$ cat src/cps_pkg.sv
// Shared constants, codes and controller/datapath handshake types for the
// constellation point scaler. No dependencies; every other file uses it.
package cps_pkg;

   // Table geometry.
   localparam int MAX_POINTS = 32;
   localparam int IDX_W      = $clog2(MAX_POINTS);
   localparam int CNT_W      = $clog2(MAX_POINTS + 1);

   // Fixed field widths of the channels and the register.
   localparam int CMD_W    = 2;
   localparam int PIDX_W   = 6;
   localparam int UP_W     = 6;
   localparam int DATA_W   = 16;
   localparam int STATUS_W = 2;

   // Compare width that covers the index, the register and the point count.
   localparam int CMP_W = 8;

   // Products, energies and the square root operand.
   localparam int WIDE_W = 2 * DATA_W;
   localparam logic [WIDE_W-1:0] SQRT_FIRST_BIT = WIDE_W'(1) << (WIDE_W - 2);

   // Divider: one quotient bit per step.
   localparam int DIV_STEPS = DATA_W;
   localparam int DSTEP_W   = $clog2(DIV_STEPS);

   // Register port.
   localparam int PADDR_W   = 3;
   localparam int PDATA_W   = 32;
   localparam int REG_IDX_W = PADDR_W - 2;
   localparam logic [REG_IDX_W-1:0] REG_USED_POINTS = '0;

   // Saturation limits of a signed 16-bit result.
   localparam logic [DATA_W-1:0] POS_LIMIT = 16'h7FFF;
   localparam logic [DATA_W-1:0] NEG_LIMIT = 16'h8000;

   typedef enum logic [CMD_W-1:0] {
      CMD_WRITE     = 2'd0,
      CMD_RECOMPUTE = 2'd1,
      CMD_MAP       = 2'd2
   } cmd_type;

   typedef enum logic [STATUS_W-1:0] {
      ST_OK        = 2'd0,
      ST_BAD_INDEX = 2'd1,
      ST_ZERO_AMP  = 2'd2
   } status_type;

   typedef enum logic [2:0] {
      MUL_NONE,
      MUL_SQ_I,
      MUL_SQ_Q,
      MUL_FS_I,
      MUL_FS_Q
   } mul_sel_type;

   // Commands from the controller to the datapath.
   typedef struct packed {
      logic        in_ready;
      logic        tbl_write;
      logic        rd_scan;
      logic        rd_idx;
      logic        scan_clear;
      mul_sel_type mul_sel;
      logic        acc_load;
      logic        best_update;
      logic        sqrt_init;
      logic        sqrt_step;
      logic        amp_load;
      logic        div_load;
      logic        div_step;
      logic        store_i;
      logic        store_q;
      logic        out_load;
      status_type  out_status;
   } dp_cmd_type;

   // Status from the datapath back to the controller.
   typedef struct packed {
      cmd_type cmd;
      logic    idx_in_table;
      logic    idx_lt_n;
      logic    amp_zero;
      logic    n_zero;
      logic    scan_done;
      logic    sqrt_last;
      logic    div_last;
      logic    out_free;
   } dp_stat_type;

endpackage

$ cat src/cps_req_if.sv
// Request channel of the constellation point scaler: valid/ready and one item.
// Depends on cps_pkg for the field widths.
interface cps_req_if;
   logic                               valid;
   logic                               ready;
   logic [cps_pkg::CMD_W-1:0]          cmd;
   logic [cps_pkg::PIDX_W-1:0]         point_index;
   logic signed [cps_pkg::DATA_W-1:0]  entry_i;
   logic signed [cps_pkg::DATA_W-1:0]  entry_q;
   logic [cps_pkg::DATA_W-1:0]         full_scale;

   modport source (
      output valid, cmd, point_index, entry_i, entry_q, full_scale,
      input  ready
   );

   modport sink (
      input  valid, cmd, point_index, entry_i, entry_q, full_scale,
      output ready
   );
endinterface

$ cat src/cps_rsp_if.sv
// Response channel of the constellation point scaler: valid/ready and one result.
// Depends on cps_pkg for the field widths.
interface cps_rsp_if;
   logic                               valid;
   logic                               ready;
   logic signed [cps_pkg::DATA_W-1:0]  out_i;
   logic signed [cps_pkg::DATA_W-1:0]  out_q;
   logic [cps_pkg::STATUS_W-1:0]       status;
   logic                               saturated;

   modport source (
      output valid, out_i, out_q, status, saturated,
      input  ready
   );

   modport sink (
      input  valid, out_i, out_q, status, saturated,
      output ready
   );
endinterface

$ cat src/cps_ctrl.sv
// Sequencer of the constellation point scaler: decodes each request and steps
// the datapath through table scan, square root and the two divisions. Uses cps_pkg.
module cps_ctrl (
   input  logic                 clock,
   input  logic                 reset,
   input  logic                 in_valid,
   input  cps_pkg::dp_stat_type stat,
   output cps_pkg::dp_cmd_type  ctl
);

   typedef enum logic [4:0] {
      S_IDLE,
      S_DECODE,
      S_SCAN_RD,
      S_SCAN_SQI,
      S_SCAN_SQQ,
      S_SCAN_ACC,
      S_SQRT_INIT,
      S_SQRT_STEP,
      S_AMP,
      S_MAP_RD,
      S_MUL_I,
      S_DIV_I_LOAD,
      S_DIV_I,
      S_DIV_Q_LOAD,
      S_DIV_Q,
      S_STORE_Q,
      S_RESULT
   } state_type;

   state_type           state_ff;
   state_type           state_in;
   cps_pkg::status_type code_ff;
   cps_pkg::status_type code_in;

   // Next state and the command word for the datapath.
   always_comb begin
      ctl            = '0;
      ctl.out_status = code_ff;
      state_in       = state_ff;
      code_in        = code_ff;
      case (state_ff)
         S_IDLE: begin
            ctl.in_ready = 1'b1;
            if (in_valid) begin
               state_in = S_DECODE;
            end
         end
         S_DECODE: begin
            case (stat.cmd)
               cps_pkg::CMD_WRITE: begin
                  if (stat.idx_in_table) begin
                     ctl.tbl_write = 1'b1;
                     code_in       = cps_pkg::ST_OK;
                  end else begin
                     code_in = cps_pkg::ST_BAD_INDEX;
                  end
                  state_in = S_RESULT;
               end
               cps_pkg::CMD_RECOMPUTE: begin
                  ctl.scan_clear = 1'b1;
                  code_in        = cps_pkg::ST_OK;
                  state_in       = stat.n_zero ? S_SQRT_INIT : S_SCAN_RD;
               end
               cps_pkg::CMD_MAP: begin
                  if (!stat.idx_lt_n) begin
                     code_in  = cps_pkg::ST_BAD_INDEX;
                     state_in = S_RESULT;
                  end else if (stat.amp_zero) begin
                     code_in  = cps_pkg::ST_ZERO_AMP;
                     state_in = S_RESULT;
                  end else begin
                     code_in  = cps_pkg::ST_OK;
                     state_in = S_MAP_RD;
                  end
               end
               default: begin
                  code_in  = cps_pkg::ST_OK;
                  state_in = S_RESULT;
               end
            endcase
         end
         // Energy scan: read, square I, square Q, accumulate and compare.
         S_SCAN_RD: begin
            ctl.rd_scan = 1'b1;
            state_in    = S_SCAN_SQI;
         end
         S_SCAN_SQI: begin
            ctl.mul_sel = cps_pkg::MUL_SQ_I;
            state_in    = S_SCAN_SQQ;
         end
         S_SCAN_SQQ: begin
            ctl.mul_sel  = cps_pkg::MUL_SQ_Q;
            ctl.acc_load = 1'b1;
            state_in     = S_SCAN_ACC;
         end
         S_SCAN_ACC: begin
            ctl.best_update = 1'b1;
            state_in        = stat.scan_done ? S_SQRT_INIT : S_SCAN_RD;
         end
         // Square root of the largest energy, two bits of operand per step.
         S_SQRT_INIT: begin
            ctl.sqrt_init = 1'b1;
            state_in      = S_SQRT_STEP;
         end
         S_SQRT_STEP: begin
            ctl.sqrt_step = 1'b1;
            if (stat.sqrt_last) begin
               state_in = S_AMP;
            end
         end
         S_AMP: begin
            ctl.amp_load = 1'b1;
            state_in     = S_RESULT;
         end
         // Map: fetch the point, then scale I and Q through the shared divider.
         S_MAP_RD: begin
            ctl.rd_idx = 1'b1;
            state_in   = S_MUL_I;
         end
         S_MUL_I: begin
            ctl.mul_sel = cps_pkg::MUL_FS_I;
            state_in    = S_DIV_I_LOAD;
         end
         S_DIV_I_LOAD: begin
            ctl.div_load = 1'b1;
            ctl.mul_sel  = cps_pkg::MUL_FS_Q;
            state_in     = S_DIV_I;
         end
         S_DIV_I: begin
            ctl.div_step = 1'b1;
            if (stat.div_last) begin
               state_in = S_DIV_Q_LOAD;
            end
         end
         S_DIV_Q_LOAD: begin
            ctl.store_i  = 1'b1;
            ctl.div_load = 1'b1;
            state_in     = S_DIV_Q;
         end
         S_DIV_Q: begin
            ctl.div_step = 1'b1;
            if (stat.div_last) begin
               state_in = S_STORE_Q;
            end
         end
         S_STORE_Q: begin
            ctl.store_q = 1'b1;
            state_in    = S_RESULT;
         end
         // Hand the result to the output register once it has room.
         S_RESULT: begin
            if (stat.out_free) begin
               ctl.out_load = 1'b1;
               state_in     = S_IDLE;
            end
         end
         default: begin
            state_in = S_IDLE;
         end
      endcase
   end

   // State and the registered status code.
   always_ff @(posedge clock) begin
      if (reset) begin
         state_ff <= S_IDLE;
         code_ff  <= cps_pkg::ST_OK;
      end else begin
         state_ff <= state_in;
         code_ff  <= code_in;
      end
   end

endmodule

$ cat src/cps_datapath.sv
// Datapath of the constellation point scaler: point table, shared multiplier,
// square root and divider units, amplitude and the output register. Uses cps_pkg.
module cps_datapath (
   input  logic                               clock,
   input  logic                               reset,
   input  logic                               capture,
   input  logic [cps_pkg::CMD_W-1:0]          cmd,
   input  logic [cps_pkg::PIDX_W-1:0]         point_index,
   input  logic signed [cps_pkg::DATA_W-1:0]  entry_i,
   input  logic signed [cps_pkg::DATA_W-1:0]  entry_q,
   input  logic [cps_pkg::DATA_W-1:0]         full_scale,
   input  logic [cps_pkg::UP_W-1:0]           used_points,
   input  cps_pkg::dp_cmd_type                ctl,
   output cps_pkg::dp_stat_type               stat,
   input  logic                               rsp_ready,
   output logic                               rsp_valid,
   output logic signed [cps_pkg::DATA_W-1:0]  out_i,
   output logic signed [cps_pkg::DATA_W-1:0]  out_q,
   output logic [cps_pkg::STATUS_W-1:0]       status,
   output logic                               saturated
);

   // Captured request.
   cps_pkg::cmd_type              cmd_ff;
   logic [cps_pkg::PIDX_W-1:0]    idx_ff;
   logic [cps_pkg::DATA_W-1:0]    ent_i_ff;
   logic [cps_pkg::DATA_W-1:0]    ent_q_ff;
   logic [cps_pkg::DATA_W-1:0]    fs_ff;

   // Point table with a valid bit per entry; an unwritten entry reads as zero.
   logic [cps_pkg::DATA_W-1:0]     mem_i [cps_pkg::MAX_POINTS];
   logic [cps_pkg::DATA_W-1:0]     mem_q [cps_pkg::MAX_POINTS];
   logic [cps_pkg::MAX_POINTS-1:0] vld_ff;
   logic [cps_pkg::DATA_W-1:0]     rd_i_ff;
   logic [cps_pkg::DATA_W-1:0]     rd_q_ff;
   logic                           rd_vld_ff;
   logic [cps_pkg::IDX_W-1:0]      rd_addr;
   logic [cps_pkg::IDX_W-1:0]      wr_addr;

   // Scan, multiplier, square root and divider registers.
   logic [cps_pkg::CNT_W-1:0]      k_ff;
   logic [cps_pkg::CNT_W-1:0]      n_cnt;
   logic [cps_pkg::WIDE_W-1:0]     prod_ff;
   logic [cps_pkg::WIDE_W-1:0]     prod_in;
   logic [cps_pkg::WIDE_W-1:0]     acc_ff;
   logic [cps_pkg::WIDE_W-1:0]     best_ff;
   logic [cps_pkg::WIDE_W-1:0]     energy_in;
   logic [cps_pkg::WIDE_W-1:0]     v_ff;
   logic [cps_pkg::WIDE_W-1:0]     root_ff;
   logic [cps_pkg::WIDE_W-1:0]     bit_ff;
   logic [cps_pkg::WIDE_W-1:0]     trial_in;
   logic [cps_pkg::DATA_W-1:0]     amp_ff;
   logic [cps_pkg::DATA_W-1:0]     rem_ff;
   logic [cps_pkg::DATA_W-1:0]     dq_ff;
   logic [cps_pkg::DATA_W:0]       rem_in;
   logic                           ovf_ff;
   logic [cps_pkg::DSTEP_W-1:0]    dcnt_ff;

   // Operands of the shared multiplier.
   logic [cps_pkg::DATA_W-1:0]     eff_i;
   logic [cps_pkg::DATA_W-1:0]     eff_q;
   logic [cps_pkg::DATA_W-1:0]     mag_i;
   logic [cps_pkg::DATA_W-1:0]     mag_q;
   logic [cps_pkg::DATA_W-1:0]     op_a;
   logic [cps_pkg::DATA_W-1:0]     op_b;

   // Scaled results and the output register.
   logic [cps_pkg::DATA_W-1:0]     res_i_ff;
   logic [cps_pkg::DATA_W-1:0]     res_q_ff;
   logic                           clip_ff;
   logic [cps_pkg::DATA_W:0]       sat_i_in;
   logic [cps_pkg::DATA_W:0]       sat_q_in;
   logic                           rsp_valid_ff;
   logic [cps_pkg::DATA_W-1:0]     out_i_ff;
   logic [cps_pkg::DATA_W-1:0]     out_q_ff;
   cps_pkg::status_type            out_status_ff;
   logic                           sat_ff;

   // Turns a quotient magnitude into a saturated signed value; the top bit is the clip flag.
   function automatic logic [cps_pkg::DATA_W:0] saturate(
      input logic                        neg,
      input logic                        ovf,
      input logic [cps_pkg::DATA_W-1:0]  qm
   );
      logic [cps_pkg::DATA_W:0] r;
      if (!neg) begin
         if (ovf || (qm > cps_pkg::POS_LIMIT)) begin
            r = {1'b1, cps_pkg::POS_LIMIT};
         end else begin
            r = {1'b0, qm};
         end
      end else begin
         if (ovf || (qm > cps_pkg::NEG_LIMIT)) begin
            r = {1'b1, cps_pkg::NEG_LIMIT};
         end else begin
            r = {1'b0, ~qm + 1'b1};
         end
      end
      return r;
   endfunction

   // Points in use, limited to the table size.
   always_comb begin
      if (cps_pkg::CMP_W'(used_points) > cps_pkg::CMP_W'(cps_pkg::MAX_POINTS)) begin
         n_cnt = cps_pkg::CNT_W'(cps_pkg::MAX_POINTS);
      end else begin
         n_cnt = cps_pkg::CNT_W'(used_points);
      end
   end

   // Request capture; results start at zero for every item.
   always_ff @(posedge clock) begin
      if (capture) begin
         cmd_ff   <= cps_pkg::cmd_type'(cmd);
         idx_ff   <= point_index;
         ent_i_ff <= entry_i;
         ent_q_ff <= entry_q;
         fs_ff    <= full_scale;
      end
   end

   assign wr_addr = idx_ff[cps_pkg::IDX_W-1:0];
   assign rd_addr = ctl.rd_scan ? k_ff[cps_pkg::IDX_W-1:0] : idx_ff[cps_pkg::IDX_W-1:0];

   // Table storage: one write port, one registered read port.
   always_ff @(posedge clock) begin
      if (ctl.tbl_write) begin
         mem_i[wr_addr] <= ent_i_ff;
         mem_q[wr_addr] <= ent_q_ff;
      end
      if (ctl.rd_scan || ctl.rd_idx) begin
         rd_i_ff <= mem_i[rd_addr];
         rd_q_ff <= mem_q[rd_addr];
      end
   end

   // Valid bits mark entries written since reset.
   always_ff @(posedge clock) begin
      if (reset) begin
         vld_ff    <= '0;
         rd_vld_ff <= 1'b0;
      end else begin
         if (ctl.tbl_write) begin
            vld_ff[wr_addr] <= 1'b1;
         end
         if (ctl.rd_scan || ctl.rd_idx) begin
            rd_vld_ff <= vld_ff[rd_addr];
         end
      end
   end

   // Magnitudes of the fetched point; the sign stays in the raw value.
   assign eff_i = rd_vld_ff ? rd_i_ff : '0;
   assign eff_q = rd_vld_ff ? rd_q_ff : '0;
   assign mag_i = eff_i[cps_pkg::DATA_W-1] ? (~eff_i + 1'b1) : eff_i;
   assign mag_q = eff_q[cps_pkg::DATA_W-1] ? (~eff_q + 1'b1) : eff_q;

   // Shared 16 x 16 unsigned multiplier.
   always_comb begin
      case (ctl.mul_sel)
         cps_pkg::MUL_SQ_I: begin
            op_a = mag_i;
            op_b = mag_i;
         end
         cps_pkg::MUL_SQ_Q: begin
            op_a = mag_q;
            op_b = mag_q;
         end
         cps_pkg::MUL_FS_I: begin
            op_a = mag_i;
            op_b = fs_ff;
         end
         cps_pkg::MUL_FS_Q: begin
            op_a = mag_q;
            op_b = fs_ff;
         end
         default: begin
            op_a = '0;
            op_b = '0;
         end
      endcase
   end

   assign prod_in   = {{cps_pkg::DATA_W{1'b0}}, op_a} * {{cps_pkg::DATA_W{1'b0}}, op_b};
   assign energy_in = acc_ff + prod_ff;

   // Product register and the running maximum of the point energies.
   always_ff @(posedge clock) begin
      if (ctl.mul_sel != cps_pkg::MUL_NONE) begin
         prod_ff <= prod_in;
      end
      if (ctl.acc_load) begin
         acc_ff <= prod_ff;
      end
      if (ctl.scan_clear) begin
         best_ff <= '0;
      end else if (ctl.best_update && (energy_in > best_ff)) begin
         best_ff <= energy_in;
      end
   end

   // Scan counter over the points in use.
   always_ff @(posedge clock) begin
      if (ctl.scan_clear) begin
         k_ff <= '0;
      end else if (ctl.rd_scan) begin
         k_ff <= k_ff + 1'b1;
      end
   end

   // Bitwise square root: one result bit per step.
   assign trial_in = root_ff + bit_ff;

   always_ff @(posedge clock) begin
      if (ctl.sqrt_init) begin
         v_ff    <= best_ff;
         root_ff <= '0;
         bit_ff  <= cps_pkg::SQRT_FIRST_BIT;
      end else if (ctl.sqrt_step) begin
         if (v_ff >= trial_in) begin
            v_ff    <= v_ff - trial_in;
            root_ff <= (root_ff >> 1) + bit_ff;
         end else begin
            root_ff <= root_ff >> 1;
         end
         bit_ff <= bit_ff >> 2;
      end
   end

   // Amplitude register.
   always_ff @(posedge clock) begin
      if (reset) begin
         amp_ff <= '0;
      end else if (ctl.amp_load) begin
         amp_ff <= root_ff[cps_pkg::DATA_W-1:0];
      end
   end

   // Restoring divider. A high half not below the amplitude means a quotient
   // of at least 2^16, which always saturates.
   assign rem_in = {rem_ff, dq_ff[cps_pkg::DATA_W-1]};

   always_ff @(posedge clock) begin
      if (ctl.div_load) begin
         rem_ff  <= prod_ff[cps_pkg::WIDE_W-1:cps_pkg::DATA_W];
         dq_ff   <= prod_ff[cps_pkg::DATA_W-1:0];
         ovf_ff  <= prod_ff[cps_pkg::WIDE_W-1:cps_pkg::DATA_W] >= amp_ff;
         dcnt_ff <= '0;
      end else if (ctl.div_step) begin
         if (rem_in >= {1'b0, amp_ff}) begin
            rem_ff <= cps_pkg::DATA_W'(rem_in - {1'b0, amp_ff});
            dq_ff  <= {dq_ff[cps_pkg::DATA_W-2:0], 1'b1};
         end else begin
            rem_ff <= rem_in[cps_pkg::DATA_W-1:0];
            dq_ff  <= {dq_ff[cps_pkg::DATA_W-2:0], 1'b0};
         end
         dcnt_ff <= dcnt_ff + 1'b1;
      end
   end

   // Signed, saturated scaled values.
   assign sat_i_in = saturate(eff_i[cps_pkg::DATA_W-1], ovf_ff, dq_ff);
   assign sat_q_in = saturate(eff_q[cps_pkg::DATA_W-1], ovf_ff, dq_ff);

   always_ff @(posedge clock) begin
      if (capture) begin
         res_i_ff <= '0;
         res_q_ff <= '0;
         clip_ff  <= 1'b0;
      end else begin
         if (ctl.store_i) begin
            res_i_ff <= sat_i_in[cps_pkg::DATA_W-1:0];
            clip_ff  <= clip_ff | sat_i_in[cps_pkg::DATA_W];
         end
         if (ctl.store_q) begin
            res_q_ff <= sat_q_in[cps_pkg::DATA_W-1:0];
            clip_ff  <= clip_ff | sat_q_in[cps_pkg::DATA_W];
         end
      end
   end

   // Output register: holds a finished beat until the consumer takes it.
   always_ff @(posedge clock) begin
      if (reset) begin
         rsp_valid_ff <= 1'b0;
      end else if (ctl.out_load) begin
         rsp_valid_ff <= 1'b1;
      end else if (rsp_ready) begin
         rsp_valid_ff <= 1'b0;
      end
   end

   always_ff @(posedge clock) begin
      if (ctl.out_load) begin
         out_i_ff      <= res_i_ff;
         out_q_ff      <= res_q_ff;
         out_status_ff <= ctl.out_status;
         sat_ff        <= clip_ff;
      end
   end

   assign rsp_valid = rsp_valid_ff;
   assign out_i     = out_i_ff;
   assign out_q     = out_q_ff;
   assign status    = out_status_ff;
   assign saturated = sat_ff;

   // Status back to the controller.
   always_comb begin
      stat              = '0;
      stat.cmd          = cmd_ff;
      stat.idx_in_table = cps_pkg::CMP_W'(idx_ff) < cps_pkg::CMP_W'(cps_pkg::MAX_POINTS);
      stat.idx_lt_n     = cps_pkg::CMP_W'(idx_ff) < cps_pkg::CMP_W'(n_cnt);
      stat.amp_zero     = (amp_ff == '0);
      stat.n_zero       = (n_cnt == '0);
      stat.scan_done    = (k_ff == n_cnt);
      stat.sqrt_last    = bit_ff[0];
      stat.div_last     = (dcnt_ff == cps_pkg::DSTEP_W'(cps_pkg::DIV_STEPS - 1));
      stat.out_free     = !rsp_valid_ff || rsp_ready;
   end

   // A result is never loaded over a beat that is still waiting.
   a_no_overwrite: assert property (@(posedge clock) disable iff (reset)
      ctl.out_load |-> (!rsp_valid_ff || rsp_ready))
      else $error("result loaded over a pending beat");

   // The divider only runs against a nonzero amplitude.
   a_div_nonzero: assert property (@(posedge clock) disable iff (reset)
      ctl.div_step |-> (amp_ff != '0))
      else $error("division step with zero amplitude");

   // The square root always fits the amplitude register.
   a_root_fits: assert property (@(posedge clock) disable iff (reset)
      ctl.amp_load |-> (root_ff[cps_pkg::WIDE_W-1:cps_pkg::DATA_W] == '0))
      else $error("square root wider than the amplitude");

   // Only a successful map carries nonzero values or a clip flag.
   a_error_zero: assert property (@(posedge clock) disable iff (reset)
      (ctl.out_load && (ctl.out_status != cps_pkg::ST_OK))
         |-> (res_i_ff == '0 && res_q_ff == '0 && !clip_ff))
      else $error("error result with nonzero payload");

   // Table writes stay inside the table.
   a_write_in_table: assert property (@(posedge clock) disable iff (reset)
      ctl.tbl_write |-> (cps_pkg::CMP_W'(idx_ff) < cps_pkg::CMP_W'(cps_pkg::MAX_POINTS)))
      else $error("table write outside the table");

endmodule

$ cat src/constellation_point_scaler.sv
// Constellation point scaler: one request is worked on at a time, and the next
// one is taken as soon as the previous result sits in the output register, even
// while that beat still waits for the consumer. A map runs the shared restoring
// divider, which gives one quotient bit per cycle, once for I and once for Q. A
// recompute is paced by the single table read port and the shared multiplier in
// the energy scan and by the 16-step square root. Register 0 (byte address 0)
// holds used_points; the table and the amplitude are zero after reset, with no
// clearing pass.
// Top level; depends on cps_pkg, cps_req_if, cps_rsp_if, cps_ctrl, cps_datapath.
module constellation_point_scaler (
   input  logic                          clock,
   input  logic                          reset,
   cps_req_if.sink                       req,
   cps_rsp_if.source                     rsp,
   input  logic                          psel,
   input  logic                          penable,
   input  logic                          pwrite,
   input  logic [cps_pkg::PADDR_W-1:0]   paddr,
   input  logic [cps_pkg::PDATA_W-1:0]   pwdata,
   output logic [cps_pkg::PDATA_W-1:0]   prdata,
   output logic                          pready
);

   logic                         used_points_ff;
   logic [cps_pkg::UP_W-1:0]     used_pts_ff;
   logic                         reg_wr;
   logic                         reg_sel;
   logic                         capture;
   cps_pkg::dp_cmd_type          ctl;
   cps_pkg::dp_stat_type         stat;

   // Register port: writes land in the access phase, reads are immediate.
   assign pready  = 1'b1;
   assign reg_sel = (paddr[cps_pkg::PADDR_W-1:2] == cps_pkg::REG_USED_POINTS);
   assign reg_wr  = psel && penable && pwrite && pready;

   always_ff @(posedge clock) begin
      if (reset) begin
         used_pts_ff    <= '0;
         used_points_ff <= 1'b0;
      end else if (reg_wr && reg_sel) begin
         used_pts_ff    <= pwdata[cps_pkg::UP_W-1:0];
         used_points_ff <= (pwdata[cps_pkg::UP_W-1:0] != '0);
      end
   end

   assign prdata = (reg_sel && (used_points_ff || (used_pts_ff != '0)))
                   ? cps_pkg::PDATA_W'(used_pts_ff) : '0;

   // Request handshake.
   assign req.ready = ctl.in_ready;
   assign capture   = req.valid && req.ready;

   cps_ctrl u_ctrl (
      .clock    (clock),
      .reset    (reset),
      .in_valid (req.valid),
      .stat     (stat),
      .ctl      (ctl)
   );

   cps_datapath u_datapath (
      .clock       (clock),
      .reset       (reset),
      .capture     (capture),
      .cmd         (req.cmd),
      .point_index (req.point_index),
      .entry_i     (req.entry_i),
      .entry_q     (req.entry_q),
      .full_scale  (req.full_scale),
      .used_points (used_pts_ff),
      .ctl         (ctl),
      .stat        (stat),
      .rsp_ready   (rsp.ready),
      .rsp_valid   (rsp.valid),
      .out_i       (rsp.out_i),
      .out_q       (rsp.out_q),
      .status      (rsp.status),
      .saturated   (rsp.saturated)
   );

endmodule
$ cat src/flat_wrapper.sv
// flat-port wrapper written by rule: the top's interface ports become plain ports
module constellation_point_scaler_flat 
  (clock, reset, psel, penable, pwrite, paddr, pwdata, prdata, pready, req_valid, req_cmd, req_point_index, req_entry_i, req_entry_q, req_full_scale, req_ready, rsp_valid, rsp_out_i, rsp_out_q, rsp_status, rsp_saturated, rsp_ready);
  cps_req_if req_i ();
  cps_rsp_if rsp_i ();
  input  logic clock;
  input  logic reset;
  input  logic psel;
  input  logic penable;
  input  logic pwrite;
  input  logic [cps_pkg::PADDR_W-1:0] paddr;
  input  logic [cps_pkg::PDATA_W-1:0] pwdata;
  output logic [cps_pkg::PDATA_W-1:0] prdata;
  output logic pready;
  input wire logic [$bits(req_i.valid)-1:0] req_valid;
  input wire logic [$bits(req_i.cmd)-1:0] req_cmd;
  input wire logic [$bits(req_i.point_index)-1:0] req_point_index;
  input wire logic [$bits(req_i.entry_i)-1:0] req_entry_i;
  input wire logic [$bits(req_i.entry_q)-1:0] req_entry_q;
  input wire logic [$bits(req_i.full_scale)-1:0] req_full_scale;
  output wire logic [$bits(req_i.ready)-1:0] req_ready;
  output wire logic [$bits(rsp_i.valid)-1:0] rsp_valid;
  output wire logic [$bits(rsp_i.out_i)-1:0] rsp_out_i;
  output wire logic [$bits(rsp_i.out_q)-1:0] rsp_out_q;
  output wire logic [$bits(rsp_i.status)-1:0] rsp_status;
  output wire logic [$bits(rsp_i.saturated)-1:0] rsp_saturated;
  input wire logic [$bits(rsp_i.ready)-1:0] rsp_ready;
  assign req_i.valid = req_valid;
  assign req_i.cmd = req_cmd;
  assign req_i.point_index = req_point_index;
  assign req_i.entry_i = req_entry_i;
  assign req_i.entry_q = req_entry_q;
  assign req_i.full_scale = req_full_scale;
  assign req_ready = req_i.ready;
  assign rsp_valid = rsp_i.valid;
  assign rsp_out_i = rsp_i.out_i;
  assign rsp_out_q = rsp_i.out_q;
  assign rsp_status = rsp_i.status;
  assign rsp_saturated = rsp_i.saturated;
  assign rsp_i.ready = rsp_ready;
  constellation_point_scaler u_core (.clock(clock), .reset(reset), .req(req_i), .rsp(rsp_i), .psel(psel), .penable(penable), .pwrite(pwrite), .paddr(paddr), .pwdata(pwdata), .prdata(prdata), .pready(pready));
endmodule
$ cat config.mk
export PLATFORM = sky130hd
export DESIGN_NAME = constellation_point_scaler_flat
export DESIGN_NICKNAME = d
export VERILOG_FILES = /design/src/cps_pkg.sv /design/src/cps_req_if.sv /design/src/cps_rsp_if.sv /design/src/cps_ctrl.sv /design/src/cps_datapath.sv /design/src/constellation_point_scaler.sv /design/src/flat_wrapper.sv
export SDC_FILE = /design/constraint.sdc
export NUM_CORES = 2
export LEC_CHECK = 0
export BUFFER_PORTS_ARGS = -buffer_cell sky130_fd_sc_hd__buf_2
export CORE_MARGIN = 2
export CORE_UTILIZATION = 60
export DETAILED_ROUTE_END_ITERATION = 10
export PLACE_DENSITY = 0.77
export SLEW_MARGIN = 0
export SYNTH_ARGS = -nofsm -noshare
export SYNTH_HDL_FRONTEND = slang
export SYNTH_SLANG_ARGS = --single-unit
$ cat constraint.sdc
create_clock -name clock -period 25.1 [get_ports clock]
set_input_delay 0 -clock clock [delete_from_list [all_inputs] [get_ports clock]]
set_output_delay 0 -clock clock [all_outputs]
set_load 0.05 [all_outputs]
# Yosys cells after proc, flatten, opt, wreduce, memory -nomap -nowiden
# Memories as Yosys holds them, arrays and structs flattened. A register that Yosys moved wholly into a read port is not among the register bits.
# Cells that the tools add are included.
dict set report totals {
  ff_bits 407
  ram_bits 1024
  input_bits 98
  out_inout_bits 70
  word_cells 193
  n_memories 2
}
# memory depth width read_ports rd_ports_with_merged_regs write_ports line
set mem_list {}
lappend mem_list {u_core.u_datapath.mem_i 32 16 1 1 1 cps_datapath.sv:31} ;# logic [cps_pkg::DATA_W-1:0] mem_i [cps_pkg::MAX_POINTS];
lappend mem_list {u_core.u_datapath.mem_q 32 16 1 1 1 cps_datapath.sv:32} ;# logic [cps_pkg::DATA_W-1:0] mem_q [cps_pkg::MAX_POINTS];
dict set report classes {
  addsub 10
  mul 1
  n_lt_le_gt_ge 12
  eq_ne 29
  n_mux 68
  bitwise_logic 7
  reduce_logical 33
}
# op n
set ops {}
lappend ops {{$mux W16} 9}
lappend ops {{$mux W32} 4}
lappend ops {{$pmux W5 S16} 1}
lappend ops {{$mux W17} 4}
lappend ops {{$add A16 B1 Y16 const B} 3}
lappend ops {{$not A16 Y16} 3}
lappend ops {{$pmux W16 S3} 1}
lappend ops {{$eq A5 B4 Y1 const B} 8}
lappend ops {{$mux W5} 8}
lappend ops {{$add A31 B31 Y32} 1}
lappend ops {{$add A32 B31 Y32} 1}
lappend ops {{$add A32 B32 Y32} 1}
lappend ops {{$ge A32 B32 Y1} 1}
lappend ops {{$gt A32 B32 Y1} 1}
lappend ops {{$mul A16 B16 Y32} 1}
lappend ops {{$or A32 B32 Y32} 1}
lappend ops {{$pmux W16 S2} 1}
lappend ops {{$sub A32 B32 Y32} 1}
lappend ops {{$mux W1} 29}
lappend ops {{$eq A5 B3 Y1 const B} 4}
lappend ops {{$ge A17 B16 Y1} 1}
lappend ops {{$ge A16 B16 Y1} 1}
lappend ops {{$gt A16 B15 Y1 const B} 1}
lappend ops {{$gt A16 B16 Y1 const B} 1}
lappend ops {{43 further kinds} 73}

# Logic depth before layout (Yosys ltp)
dict set report depth {
  depth_word 7
  mapped_depth 39
  ltp_nobuf 34
}

# Cells and area by module
# From an unflattened synthesis, not the netlist that was laid out.
dict set report unflattened {
  hier_cells 5532
  area_unflattened_um2 73070.1
}
# module instances cells_per_inst area_per_inst_um2 seq_area_each_um2
set modules_own_cells {}
lappend modules_own_cells {cps_datapath 1 5375 71852.7 41780.1}
lappend modules_own_cells {cps_ctrl 1 102 737.0 140.1}
lappend modules_own_cells {constellation_point_scaler 1 55 480.5 120.1}

# Worst setup path after synthesis
# No wires, ideal clock.
dict set report synth_timing {
  path_type {reg-to-reg}
  from {reg u_core.u_datapath.rd_vld_ff}
  to {reg u_core.u_datapath.prod_ff[31] (netlist bit) (data pin)}
  setup_time_ns 0.261
  arrival_ns 8.590
  required_ns 24.839
  slack_ns 16.248
  path_stages_with_launch 37
  path_buffers 5
  synth_period_minus_slack_ns 8.852
  cell_sequence {dfxtp_1 clkbuf_1 clkbuf_1 clkbuf_1 buf_1 nand2_1 ha_1 nand2_1 nand2_1 xnor2_1 nand2_1 o22ai_1 a21oi_1 clkbuf_1 nor2_1 fa_1 inv_1 fa_1 inv_1 fa_1 inv_1 fa_1 inv_1 fa_1 inv_1 fa_1 inv_1 ha_1 and4_1 a221o_1 a21o_1 a21oi_1 o21ai_0 and4_1 a2111oi_0 o21ai_0 xnor2_1}
}
dict set report synth_between {
  elab_chain_cells 6
  elab_cells_between_ends 11
  classes_between {add/sub: 2; mul: 1; mux: 6; bitwise: 2}
}
# element line
set synth_rtl {}
lappend synth_rtl {{from (decl)} cps_datapath.sv:36} ;# logic rd_vld_ff;
lappend synth_rtl {{from (signal assigned)} cps_datapath.sv:147} ;# rd_vld_ff <= vld_ff[rd_addr];
lappend synth_rtl {{$mux W16 (on tied branches)} {cps_datapath.sv:154, cps_datapath.sv:153}}
lappend synth_rtl {{$not A16 Y16 (on tied branches)} {cps_datapath.sv:156, cps_datapath.sv:155}}
lappend synth_rtl {{$add A16 B1 Y16 (on tied branches)} {cps_datapath.sv:156, cps_datapath.sv:155}}
lappend synth_rtl {{$mux W16 (on tied branches)} {cps_datapath.sv:156, cps_datapath.sv:155}}
lappend synth_rtl {{$pmux W16 S3 or $pmux W16 S2 (tied branches)} cps_datapath.sv:160} ;# case (ctl.mul_sel)
lappend synth_rtl {{$mul A16 B16 Y32 *} cps_datapath.sv:184} ;# assign prod_in = {{cps_pkg::DATA_W{1'b0}}, op_a} * {{cps_pkg::DATA_W{1'b0}}, op_b};
lappend synth_rtl {{net u_core.u_datapath.prod_in, one bit} cps_datapath.sv:44} ;# logic [cps_pkg::WIDE_W-1:0] prod_in;
lappend synth_rtl {{to (signal assigned)} cps_datapath.sv:190} ;# prod_ff <= prod_in;
lappend synth_rtl {{to (decl)} cps_datapath.sv:43} ;# logic [cps_pkg::WIDE_W-1:0] prod_ff;
# Mark *: on every way through the listed nets, which the timed path passes. The rest lies on a longest branch.
# A chain may end at the register's enable or synchronous reset.

# Worst setup path in the final report
dict set report layout_timing {
  from {reg u_core.u_datapath.rd_vld_ff}
  to {reg u_core.u_datapath.prod_ff[29] (netlist bit) (data pin)}
}
# The elaborated chain is that of the path after synthesis.

==> impl_metrics.xml <==
<?xml version="1.0" encoding="UTF-8"?>
<metrics>
  <group name="floorplanning">
    <metric name="floorplan.die.height" unit="um">354.4</metric>
    <metric name="width_of_the_die" unit="um">354.4</metric>
    <metric name="core.rowCount" unit="">128</metric>
    <metric name="die_area" unit="um2">125600</metric>
    <metric name="core" unit="um2">121900</metric>
    <metric name="io_pins" unit="">168</metric>
    <metric name="start_util" unit="%">60.43</metric>
  </group>
  <group name="cts">
    <metric name="clock_tree.buffer_depth" unit="">3</metric>
    <metric name="clk-insertion-delay-late" unit="ps">800</metric>
    <metric name="cts.root.buffer_cell" unit="">sky130_fd_sc_hd__clkbuf_16</metric>
    <metric name="total_clock_sinks" unit="">1462</metric>
    <metric name="cts_made_buffers" unit="">149</metric>
    <metric name="tritoncts" unit="">built</metric>
    <metric name="post_cts.repair.setup_buffers" unit="">0</metric>
    <metric name="clk_pin_slew_worst_paths" unit="ps">60</metric>
    <metric name="cts_max_level" unit="">4</metric>
  </group>
  <group name="routing">
    <metric name="route.vias.total" unit="">52227</metric>
    <metric name="route.detailed.wl_per_inst" unit="um">22.98</metric>
    <metric name="drt.antenna.violating_nets" unit="">0</metric>
    <metric name="met3_wirelength" unit="um">17930</metric>
    <metric name="route.detailed.vias_per_inst" unit="">6.269</metric>
    <metric name="wl_met1" unit="um">74060</metric>
    <metric name="drcViolationCount" unit="">0</metric>
    <metric name="met2RoutedLength" unit="um">91190</metric>
    <metric name="firstDrtPassIters" unit="">6</metric>
    <metric name="maxUsedRoutingLayer" unit="">met5</metric>
    <metric name="drt_wl_total" unit="um">191500</metric>
    <metric name="drt_first_iter_violations" unit="">6449</metric>
  </group>
  <group name="yosys">
    <metric name="netlist_top_cells_count" unit="">sky130_fd_sc_hd__edfxtp_1 (1276), sky130_fd_sc_hd__nand2_1 (1144), sky130_fd_sc_hd__nor2_1 (396)</metric>
    <metric name="synth_async_sr_flop_share" unit="%">0</metric>
    <metric name="postSynth.topFlopCell" unit="">sky130_fd_sc_hd__edfxtp_1</metric>
    <metric name="synth_edf_count" unit="">1276</metric>
    <metric name="ys_types" unit="">83</metric>
    <metric name="cell_types_with_the_largest_area_share_after_synthesis" unit="">sky130_fd_sc_hd__edfxtp_1 (52%), sky130_fd_sc_hd__nand2_1 (5.8%), sky130_fd_sc_hd__fa_1 (5.4%), sky130_fd_sc_hd__dfxtp_1 (5.1%), sky130_fd_sc_hd__ha_1 (4.7%)</metric>
    <metric name="yosysWarnings" unit="">0</metric>
    <metric name="ffs_latches_synth" unit="">1462</metric>
    <metric name="synth.top_cell.area_share" unit="%">52.02</metric>
    <metric name="yosysTopAreaCell" unit="">sky130_fd_sc_hd__edfxtp_1</metric>
    <metric name="synth_seq_area_share" unit="%">57.08</metric>
    <metric name="most_instantiated_library_cell_after_synthesis" unit="">sky130_fd_sc_hd__edfxtp_1</metric>
    <metric name="syn-cell-area" unit="um2">73650</metric>
    <metric name="synth.avg_cell_area" unit="um2">11.42</metric>
    <metric name="synth_cells" unit="">6452</metric>
  </group>
  <group name="final_layout">
    <metric name="layout-area-overhead-vs-synth" unit="%">11.73</metric>
    <metric name="finalInstanceArea" unit="um2">82300</metric>
    <metric name="final_net_count" unit="">7155</metric>
    <metric name="final_layout_size_suffix_gt1_share" unit="%">7.487</metric>
  </group>
  <group name="sta">
    <metric name="final.setup_skew" unit="ps">35.48</metric>
    <metric name="worst-slew-pin-transition" unit="ps">1190</metric>
    <metric name="setup_viol" unit="">0</metric>
    <metric name="maxSlewHeadroom" unit="%">20.58</metric>
    <metric name="report.final.slew_viol_count" unit="">0</metric>
    <metric name="final.min_clock_period" unit="ps">9643</metric>
    <metric name="period_share" unit="%">38.42</metric>
    <metric name="final_hold_viol_count" unit="">0</metric>
    <metric name="achievable-frequency" unit="MHz">103.7</metric>
    <metric name="grt_setup_unrepaired" unit="">false</metric>
    <metric name="setup-tns-final" unit="ps">0</metric>
  </group>
  <group name="worst_setup_path">
    <metric name="slowest_stage" unit="">sky130_fd_sc_hd__a2111oi_0</metric>
    <metric name="critPathLaunchType" unit="">flop</metric>
    <metric name="reg2regPathDepth" unit="">27</metric>
    <metric name="rr_startpoint" unit="">u_core.u_datapath.rd_vld_ff</metric>
    <metric name="reg2reg_slack" unit="ps">15460</metric>
    <metric name="critical_path.max_fanout" unit="">49</metric>
    <metric name="endpoint_kind" unit="">flop</metric>
    <metric name="slowest_delay" unit="ps">800</metric>
    <metric name="cp.arrival" unit="ps">10200</metric>
    <metric name="cp_common_cell" unit="">sky130_fd_sc_hd__fa_1</metric>
    <metric name="worst_ep_required_time" unit="ps">25650</metric>
    <metric name="reg2reg_to" unit="">u_core.u_datapath.prod_ff[29]</metric>
    <metric name="critical_path_type" unit="">flop to flop</metric>
  </group>
  <group name="placed_design">
    <metric name="numPortBuffers" unit="">112</metric>
    <metric name="post_dp_cell_area" unit="um2">75850</metric>
    <metric name="gp_routability_congestion" unit="">0.9695</metric>
    <metric name="dp_hpwl" unit="um">112400</metric>
  </group>
  <group name="min_path">
    <metric name="holdCritPathClass" unit="">primary input to flop</metric>
    <metric name="hold_path.startpoint" unit="">req_entry_i[14]</metric>
    <metric name="worstHoldEndpoint" unit="">u_core.u_datapath.ent_i_ff[14]</metric>
    <metric name="hold-path-cell-count" unit="">2</metric>
  </group>
  <group name="grt">
    <metric name="initial_antenna_violation_count" unit="">6</metric>
    <metric name="grt_pass1_wl" unit="um">289200</metric>
    <metric name="grt-ovfl-total" unit="">0</metric>
    <metric name="grt_start_max_net_pins" unit="">209</metric>
    <metric name="grt_usage" unit="%">30.08</metric>
    <metric name="first_global_vias" unit="">50036</metric>
  </group>
  <group name="status">
    <metric name="run_status" unit="">finished clean</metric>
  </group>
  <group name="pwr">
    <metric name="power_density_over_cell_area" unit="nW/um2">70.70</metric>
    <metric name="p_leak" unit="uW">0.03009</metric>
    <metric name="ir_drop" unit="V">0.00008306</metric>
  </group>
  <group name="job">
    <metric name="max-cap-violations" unit="">0</metric>
  </group>
</metrics>
## through the flow
step / util, % / total power, uW / setup WS, ps / hold WS, ps / cells
6_report: 67.52 / 5819 / 15460 / 89.11 / 8331
5_1_grt: 67.52 / 6003 / 14930 / 52.33 / 8330
4_1_cts: 67.52 / 5821 / 15530 / 4.889 / 8330
3_5_place_dp: 62.24 / 3559 / 15570 / 178.1 / 7916
3_3_place_gp: 62.24 / 3540 / 15710 / 176.0 / 7916
2_1_floorplan: - / 3336 / 16250 / 98.87 / 6477
## critical path: cells and delay by family (launching register included)
| family | cells | cell delay, ps |
|---|---|---|
| and+or+nand+nor | 5 | 1770 |
| DFF | 1 | 310 |
| adders and majority gates | 7 | 3520 |
| xor gates and xnor gates | 1 | 170 |
| AOI/OAI and AO/OA | 10 | 3060 |
| buffers and inverters | 4 | 540 |
## kinds of logic (layout without fill, tap and decap cells)
kind of cell,Yosys count,in the layout,synth area share [%]
xor+xnor,175,175,2.081
compound gates,1422,1422,13.22
fa+ha+maj,476,476,10.09
buf+inv,704,932,3.754
flops,1462,1462,57.08
simple gates,2138,2138,12.74
mux,73,73,1.018
other cells,2,28,0.01020
## layer usage
metal | track usage [%] | vias to the layer above
met1 | 40.23 | 25410
met3 | 5.121 | 521
li1 | - | 23558
met2 | 48.90 | 2730
met5 | 0 | -
met4 | 12.93 | 8
## cells in the final DEF, fill, tap and decap left out, types with 32 or more instances in the layout
cell type / instances
sky130_fd_sc_hd__edfxtp_1: 1276
sky130_fd_sc_hd__nand2_1: 1143
sky130_fd_sc_hd__nor2_1: 363
sky130_fd_sc_hd__inv_1: 317
sky130_fd_sc_hd__a211oi_1: 299
sky130_fd_sc_hd__a21oi_1: 285
sky130_fd_sc_hd__ha_1: 279
sky130_fd_sc_hd__and2_1: 211
sky130_fd_sc_hd__fa_1: 197
sky130_fd_sc_hd__dfxtp_1: 186
sky130_fd_sc_hd__o21ai_0: 173
sky130_fd_sc_hd__clkbuf_16: 152
sky130_fd_sc_hd__a31oi_1: 141
sky130_fd_sc_hd__dlygate4sd3_1: 139
sky130_fd_sc_hd__nand3_1: 125
sky130_fd_sc_hd__buf_2: 112
sky130_fd_sc_hd__a21o_1: 106
sky130_fd_sc_hd__xnor2_1: 104
sky130_fd_sc_hd__a311oi_1: 102
sky130_fd_sc_hd__buf_4: 82
sky130_fd_sc_hd__o211ai_1: 73
sky130_fd_sc_hd__xor2_1: 71
sky130_fd_sc_hd__a311o_1: 64
sky130_fd_sc_hd__mux2i_1: 63
sky130_fd_sc_hd__nor2b_1: 50
sky130_fd_sc_hd__nor3_1: 41
sky130_fd_sc_hd__nand2b_1: 39
sky130_fd_sc_hd__clkbuf_1: 33
sky130_fd_sc_hd__nor2_4: 32
## worst max path at each step
stage,from,to,slack (ps),cells after the start
floorplan,u_core.u_datapath.rd_vld_ff,u_core.u_datapath.prod_ff[31],16250,36
finish,u_core.u_datapath.rd_vld_ff,u_core.u_datapath.prod_ff[29],15460,27
global route,u_core.u_datapath.rd_vld_ff,u_core.u_datapath.prod_ff[31],14930,27
CTS,u_core.u_datapath.rd_vld_ff,u_core.u_datapath.prod_ff[29],15530,27
global placement,u_core.u_datapath.rd_q_ff[2],u_core.u_datapath.prod_ff[31],15710,28
detailed placement,u_core.u_datapath.rd_vld_ff,u_core.u_datapath.prod_ff[29],15570,27
## power by group
group	internal, uW	total [uW]	switching [uW]	leakage [uW]
logic	231	727	496	0.0146
clock network	1300	2270	971	0.00245
registers	2730	2820	84.0	0.0131
## sequential cells by signal, summed over array words and instances (netlist names), 32 cells and up
signal                     cells
u_core.u_datapath.mem_i      512
u_core.u_datapath.mem_q      512
u_core.u_datapath.acc_ff      32
u_core.u_datapath.best_ff     32
u_core.u_datapath.prod_ff     32
u_core.u_datapath.root_ff     32
u_core.u_datapath.v_ff        32
u_core.u_datapath.vld_ff      32
## what timing repair did
action,in CTS,in global routing
endpoints found under the setup margin,0,0
hold buffers,139,0
gates resized for setup,0,0
hold endpoints to repair,136,0
## final cells by class
cell class                      count  area (um2)
Antenna cell                        1       2.502
Clock buffer                      187        3955
Clock inverter                     88        1094
Fill cell                        8456       39580
Inverter                          319        1199
Multi-Input combinational cell   4311       29300
Sequential cell                  1462       42040
Tap cell                         1625        2033
Timing Repair Buffer              338        2668
Power figures use the tool's default switching activity.
